--- config.mk ---
export PLATFORM = sky130hd
export DESIGN_NAME = nsh_front
export DESIGN_NICKNAME = d
export VERILOG_FILES = /design/src/hdl/nsh_pkg.sv /design/src/hdl/nsh_front.sv
export SDC_FILE = /design/constraint.sdc
export NUM_CORES = 1
export LEC_CHECK = 0
export BUFFER_PORTS_ARGS = -buffer_cell sky130_fd_sc_hd__buf_4
export CELL_PAD_IN_SITES_DETAIL_PLACEMENT = 0
export CELL_PAD_IN_SITES_GLOBAL_PLACEMENT = 1
export CORE_AREA = 5 5 199 201
export DETAILED_ROUTE_END_ITERATION = 10
export DIE_AREA = 0 0 204 206
export HOLD_SLACK_MARGIN = 0.06
export PLACE_DENSITY_LB_ADDON = 0.1
export SYNTH_ARGS = -nofsm -noshare
export SYNTH_HDL_FRONTEND = slang
export SYNTH_SLANG_ARGS = --single-unit
--- constraint.sdc ---
create_clock -name clock -period 9.65 [get_ports clock]
set_clock_uncertainty 0.15 [all_clocks]
set_input_delay 0.4825 -clock clock [delete_from_list [all_inputs] [get_ports clock]]
set_output_delay 0.4825 -clock clock [all_outputs]
set_load 0.01 [all_outputs]
--- src/hdl/nsh_pkg.sv ---
// Shared types, constants and angle table for the nearest segment heading block.
package nsh_pkg;

   localparam int COORD_BITS_DEF   = 32;
   localparam int CORDIC_STEPS_DEF = 16;
   localparam int QUEUE_DEPTH      = 2;
   localparam int DIST_BITS        = 64;
   localparam int HEAD_BITS        = 16;
   localparam int ANGLE_BITS       = 32;
   localparam int VEC_BITS         = 64;
   localparam int NORM_TOP         = 58;
   localparam int NORM_STEPS       = 6;
   localparam int HEAD_MAX         = 23040;
   localparam int HALF_TURN        = 180 * 65536;
   localparam int ROUND_HALF       = 256;
   localparam int Q7_SHIFT         = 9;

   // coordinate slots of one item
   localparam int COORD_SLOTS = 6;
   localparam int CI_AX = 0;
   localparam int CI_AY = 1;
   localparam int CI_BX = 2;
   localparam int CI_BY = 3;
   localparam int CI_QX = 4;
   localparam int CI_QY = 5;

   // accumulator slots
   localparam int ACC_COUNT = 5;
   localparam logic [2:0] ACC_T    = 3'd0;
   localparam logic [2:0] ACC_D    = 3'd1;
   localparam logic [2:0] ACC_A    = 3'd2;
   localparam logic [2:0] ACC_B    = 3'd3;
   localparam logic [2:0] ACC_DIST = 3'd4;

   typedef enum logic {
      KIND_SKIP,
      KIND_SEG
   } kind_type;

   typedef struct packed {
      kind_type kind;
      logic     last;
   } ctl_type;

   // product sequence; pairs share one accumulator slot (step >> 1)
   typedef enum logic [3:0] {
      MS_TX, MS_TY, MS_DX, MS_DY, MS_AX, MS_AY, MS_BX, MS_BY, MS_FX, MS_FY
   } mul_step_type;

   typedef enum logic [2:0] {
      BK_IDLE, BK_MUL, BK_MACC, BK_DECIDE, BK_DIV, BK_FOOT, BK_UPD, BK_FINISH
   } back_state_type;

   typedef enum logic [1:0] {
      CR_IDLE, CR_NORM, CR_ITER, CR_DONE
   } cordic_state_type;

   function automatic logic signed [ANGLE_BITS-1:0] atan_q16(input logic [4:0] idx);
      logic signed [ANGLE_BITS-1:0] v;
      case (idx)
         5'd0:    v = 32'sd2949120;
         5'd1:    v = 32'sd1740967;
         5'd2:    v = 32'sd919879;
         5'd3:    v = 32'sd466945;
         5'd4:    v = 32'sd234379;
         5'd5:    v = 32'sd117304;
         5'd6:    v = 32'sd58666;
         5'd7:    v = 32'sd29335;
         5'd8:    v = 32'sd14668;
         5'd9:    v = 32'sd7334;
         5'd10:   v = 32'sd3667;
         5'd11:   v = 32'sd1833;
         5'd12:   v = 32'sd917;
         5'd13:   v = 32'sd458;
         5'd14:   v = 32'sd229;
         5'd15:   v = 32'sd115;
         5'd16:   v = 32'sd57;
         5'd17:   v = 32'sd29;
         5'd18:   v = 32'sd14;
         5'd19:   v = 32'sd7;
         5'd20:   v = 32'sd4;
         5'd21:   v = 32'sd2;
         5'd22:   v = 32'sd1;
         default: v = 32'sd0;
      endcase
      return v;
   endfunction

endpackage

--- src/hdl/nsh_front.sv ---
// Input side: accepts items, tags degenerate segments and queues them for the back end.
module nsh_front #(
   parameter int COORD_BITS = nsh_pkg::COORD_BITS_DEF
) (
   input  logic                  clock,
   input  logic                  reset,
   input  logic                  req_valid,
   output logic                  req_ready,
   input  logic [COORD_BITS-1:0] req_seg_a_x,
   input  logic [COORD_BITS-1:0] req_seg_a_y,
   input  logic [COORD_BITS-1:0] req_seg_b_x,
   input  logic [COORD_BITS-1:0] req_seg_b_y,
   input  logic [COORD_BITS-1:0] req_query_x,
   input  logic [COORD_BITS-1:0] req_query_y,
   input  logic                  req_seg_valid,
   input  logic                  req_last_item,
   output logic                  q_valid,
   input  logic                  q_pop,
   output logic [nsh_pkg::COORD_SLOTS-1:0][COORD_BITS-1:0] q_coord,
   output nsh_pkg::ctl_type      q_ctl
);

   localparam int PW = $clog2(nsh_pkg::QUEUE_DEPTH);

   logic [nsh_pkg::COORD_SLOTS-1:0][COORD_BITS-1:0] coord_ff [nsh_pkg::QUEUE_DEPTH];
   nsh_pkg::ctl_type ctl_ff [nsh_pkg::QUEUE_DEPTH];
   logic [PW-1:0] wr_ptr_ff, wr_ptr_in, rd_ptr_ff, rd_ptr_in;
   logic [PW:0]   count_ff, count_in;
   logic          push;
   logic          degenerate;
   nsh_pkg::ctl_type new_ctl;

   assign req_ready  = (count_ff != (PW+1)'(nsh_pkg::QUEUE_DEPTH));
   assign push       = req_valid && req_ready;
   assign degenerate = (req_seg_a_x == req_seg_b_x) && (req_seg_a_y == req_seg_b_y);
   assign q_valid    = (count_ff != '0);
   assign q_coord    = coord_ff[rd_ptr_ff];
   assign q_ctl      = ctl_ff[rd_ptr_ff];

   always_comb begin
      new_ctl.kind = (req_seg_valid && !degenerate) ? nsh_pkg::KIND_SEG : nsh_pkg::KIND_SKIP;
      new_ctl.last = req_last_item;
      wr_ptr_in = push ? wr_ptr_ff + 1'b1 : wr_ptr_ff;
      rd_ptr_in = q_pop ? rd_ptr_ff + 1'b1 : rd_ptr_ff;
      count_in  = count_ff;
      if (push && !q_pop) begin
         count_in = count_ff + 1'b1;
      end else if (!push && q_pop) begin
         count_in = count_ff - 1'b1;
      end
   end

   always_ff @(posedge clock) begin
      if (reset) begin
         wr_ptr_ff <= '0;
         rd_ptr_ff <= '0;
         count_ff  <= '0;
      end else begin
         wr_ptr_ff <= wr_ptr_in;
         rd_ptr_ff <= rd_ptr_in;
         count_ff  <= count_in;
      end
   end

   always_ff @(posedge clock) begin
      if (push) begin
         coord_ff[wr_ptr_ff][nsh_pkg::CI_AX] <= req_seg_a_x;
         coord_ff[wr_ptr_ff][nsh_pkg::CI_AY] <= req_seg_a_y;
         coord_ff[wr_ptr_ff][nsh_pkg::CI_BX] <= req_seg_b_x;
         coord_ff[wr_ptr_ff][nsh_pkg::CI_BY] <= req_seg_b_y;
         coord_ff[wr_ptr_ff][nsh_pkg::CI_QX] <= req_query_x;
         coord_ff[wr_ptr_ff][nsh_pkg::CI_QY] <= req_query_y;
         ctl_ff[wr_ptr_ff] <= new_ctl;
      end
   end

endmodule

==> impl_metrics.ini <==
[clocking]
post_cts_resized = 0
htree_levels = 2
clk_latency_ns = 0.54
cts_buffers = 43
clk_path_buf_depth = 3
cts_tree = built
post-cts-setup-buffers = 0
cts.sinks = 393
clkTransAtPathRegs_ns = 0.06
cts_root_buf = clkbuf_16

[routing]
route.detailed.drc = 0
routed_wl_um = 36200
drtIter0Drc = 330
wl_per_cell_um = 19.26
antenna_left = 0
drtPass1Iterations = 4
viasPerCell = 4.588
vias = 8625

[die]
placeableCoreArea_sq_um = 37400
die_h_um = 206
start_util_pct = 39.72
num_rows = 71
die-area_sq_um = 42020
io-pin-count = 394
die_x_um = 204

[grt]
antenna_found_initial = 2
grt_max_degree = 75
first_global_vias = 9294
grt_pass1_wl_um = 53190
track_usage_pct = 16.55
grt_remaining_overflow = 0

[synthesis]
synth_common_cells = edfxtp_1, mux2_2, xor2_1
synth_xor_area_share_pct = 4.009
synthAdderAreaFrac_pct = 0.08422
yosys.area_share.simple_pct = 1.187
yosysTopAreaCell = edfxtp_1
synth-seq-cells = 393
async_flop_share_pct = 0
synth_mux_area_share_pct = 14.70
synth_top_area_share_pct = 78.42
synthCells = 714
avgSynthCellArea_sq_um = 20.81
synth-compound-area-share_pct = 0.1263
yosysMostFrequentCell = edfxtp_1
syn_nets = 913
ys_types = 19
ys_seq_area_share_pct = 79.10
synth-edff-count = 388
yosys-top-cells-area = edfxtp_1, mux2_2, xor2_1, xnor2_1, buf_2
yosysWarnings = 0
synth_top_family_by_area = multiplexers
syn_area_sq_um = 14860
synth_flop_cell = edfxtp_1

[final_layout]
n_fill_cell = 2941
areaGrowthSynthToFinish_pct = 46.07
final_cell_area_sq_um = 21700
nets = 1532
drive_gt1_share_pct = 48.13
regArea_sq_um = 11760
multi_input_area_sq_um = 3000
stdcell_count = 1880

[place]
hpwl_um = 23780
dp.cells = 1603
gp_congestion = 0.7634
port_buffers = 393
place_area_sq_um = 18410

[run]
cap_violations = 0

[timing]
tightest_slew_ns = 1.095
hold_slack_ns = 0.1813
fmax_mhz = 275.5
slew_headroom_pct = 27.01
rsz0062_at_grt = no
hold_viol = 0
drv_slew = 0
setup_tns_ns = 0
min_period_ns = 3.629
final.period_utilization_pct = 37.61
setup_viol = 0

[worst_setup_path]
cpMaxStageDelayCell = dfxtp_4
arrival_ns = 3.00
critPathBufInv = 2
crit_top_cell = buf_4
end_kind = output port
cp_cell_sequence = buf_4 > mux2_2 > buf_4
max_stage_delay_ns = 0.89
start_kind = flip-flop
required_ns = 9.02
critPathKind = reg2out
cp_max_fo = 74
cp_top_family = buffers and inverters

[power_and_ir_drop]
leakagePower_nw = 8.067
power_density_nw_per_um2 = 206.8
peakVddDrop_uv = 134.4
total_power_mw = 4.488

[outcome]
outcome = finished clean

[min_path]
worstHoldPathType = in2reg
==> cells by family (layout without fill, tap and decap cells) <==
| kind of cell | Yosys count | count (layout) |
|---|---|---|
| AND/OR/NAND/NOR | 31 | 31 |
| other | 0 | 2 |
| flip-flops | 393 | 393 |
| buffers and inverters | 24 | 677 |
| XOR/XNOR | 68 | 68 |
| multiplexers | 194 | 194 |
| AO/OA/AOI/OAI | 3 | 3 |
| adder cells (fa/ha/maj) | 1 | 1 |
==> what timing repair did <==
item | 4_1_cts | 5_1_grt
hold buffers | 196 | 0
setup endpoints to repair | 0 | 0
endpoints found under the hold margin | 391 | 0
==> per-stage QoR <==
step / util, % / setup WS (ns)
2_1_floorplan: - / 0.02461
3_3_place_gp: 49.21 / 6.549
3_5_place_dp: 49.21 / 6.516
4_1_cts: 58.01 / 5.924
5_1_grt: 58.02 / 5.844
6_report: 58.02 / 6.021
==> final cells by class <==
class	count	area share, %
antenna	2	0.02306
timing repair buffer	596	22.88
tap	511	2.946
clock buffer	53	5.327
clock inverter	26	0.7957
multi-input combinational	297	13.83
sequential	393	54.17
inverter	2	0.03459
==> worst paths after layout <==
path | from | slack [ns] | cells after the start | end
worst max-delay path | flip-flop | 6.02 | 3 | q_coord[23]
worst min-delay path | req_seg_valid | 0.18 | 2 | ctl_ff[0][1]
worst max register to register | count_ff[0] | 6.70 | 5 | coord_ff[0][3]
worst min register to register | count_ff[1] | 0.34 | 2 | count_ff[1]
==> sequential cells by signal, summed over array words and instances, names as in the netlist, named ones only <==
register / flops
rd_ptr_ff: 1
coord_ff: 384
wr_ptr_ff: 1
ctl_ff: 4
count_ff: 2
==> cells in the final DEF (no fill, tap or decap), types with 2 or more instances in the layout <==
| cell | netlist | routed |
|---|---|---|
| edfxtp_1 | 388 | 388 |
| clkbuf_16 | 0 | 45 |
| diode_2 | 0 | 2 |
| clkinv_1 | 0 | 11 |
| nand4_1 | 10 | 10 |
| dlygate4sd3_1 | 0 | 196 |
| xnor2_1 | 33 | 33 |
| dfxtp_1 | 5 | 4 |
| nor2_1 | 5 | 4 |
| nand2_1 | 2 | 2 |
| inv_1 | 2 | 2 |
| mux2_2 | 194 | 194 |
| xor2_1 | 35 | 35 |
| clkbuf_1 | 0 | 8 |
| clkinv_2 | 0 | 11 |
| bufinv_16 | 0 | 2 |
| buf_4 | 0 | 400 |
| nor4_1 | 10 | 10 |
==> power by group <==
group | internal, mW | total [mW] | switching, mW
combinational | 0.406 | 0.801 | 0.395
clock | 0.902 | 1.53 | 0.626
sequential | 2.11 | 2.16 | 0.0476
==> per-layer routing <==
layer  wire, um  vias to the layer above  track usage, %
met1      14760                     4220           20.55
met4        816                        0           5.312
li1           -                     4055               -
met3       3056                       48           5.319
met2      17570                      302           27.78
met5          0                        -               0
No activity file was read; power rests on OpenSTA's default activity.
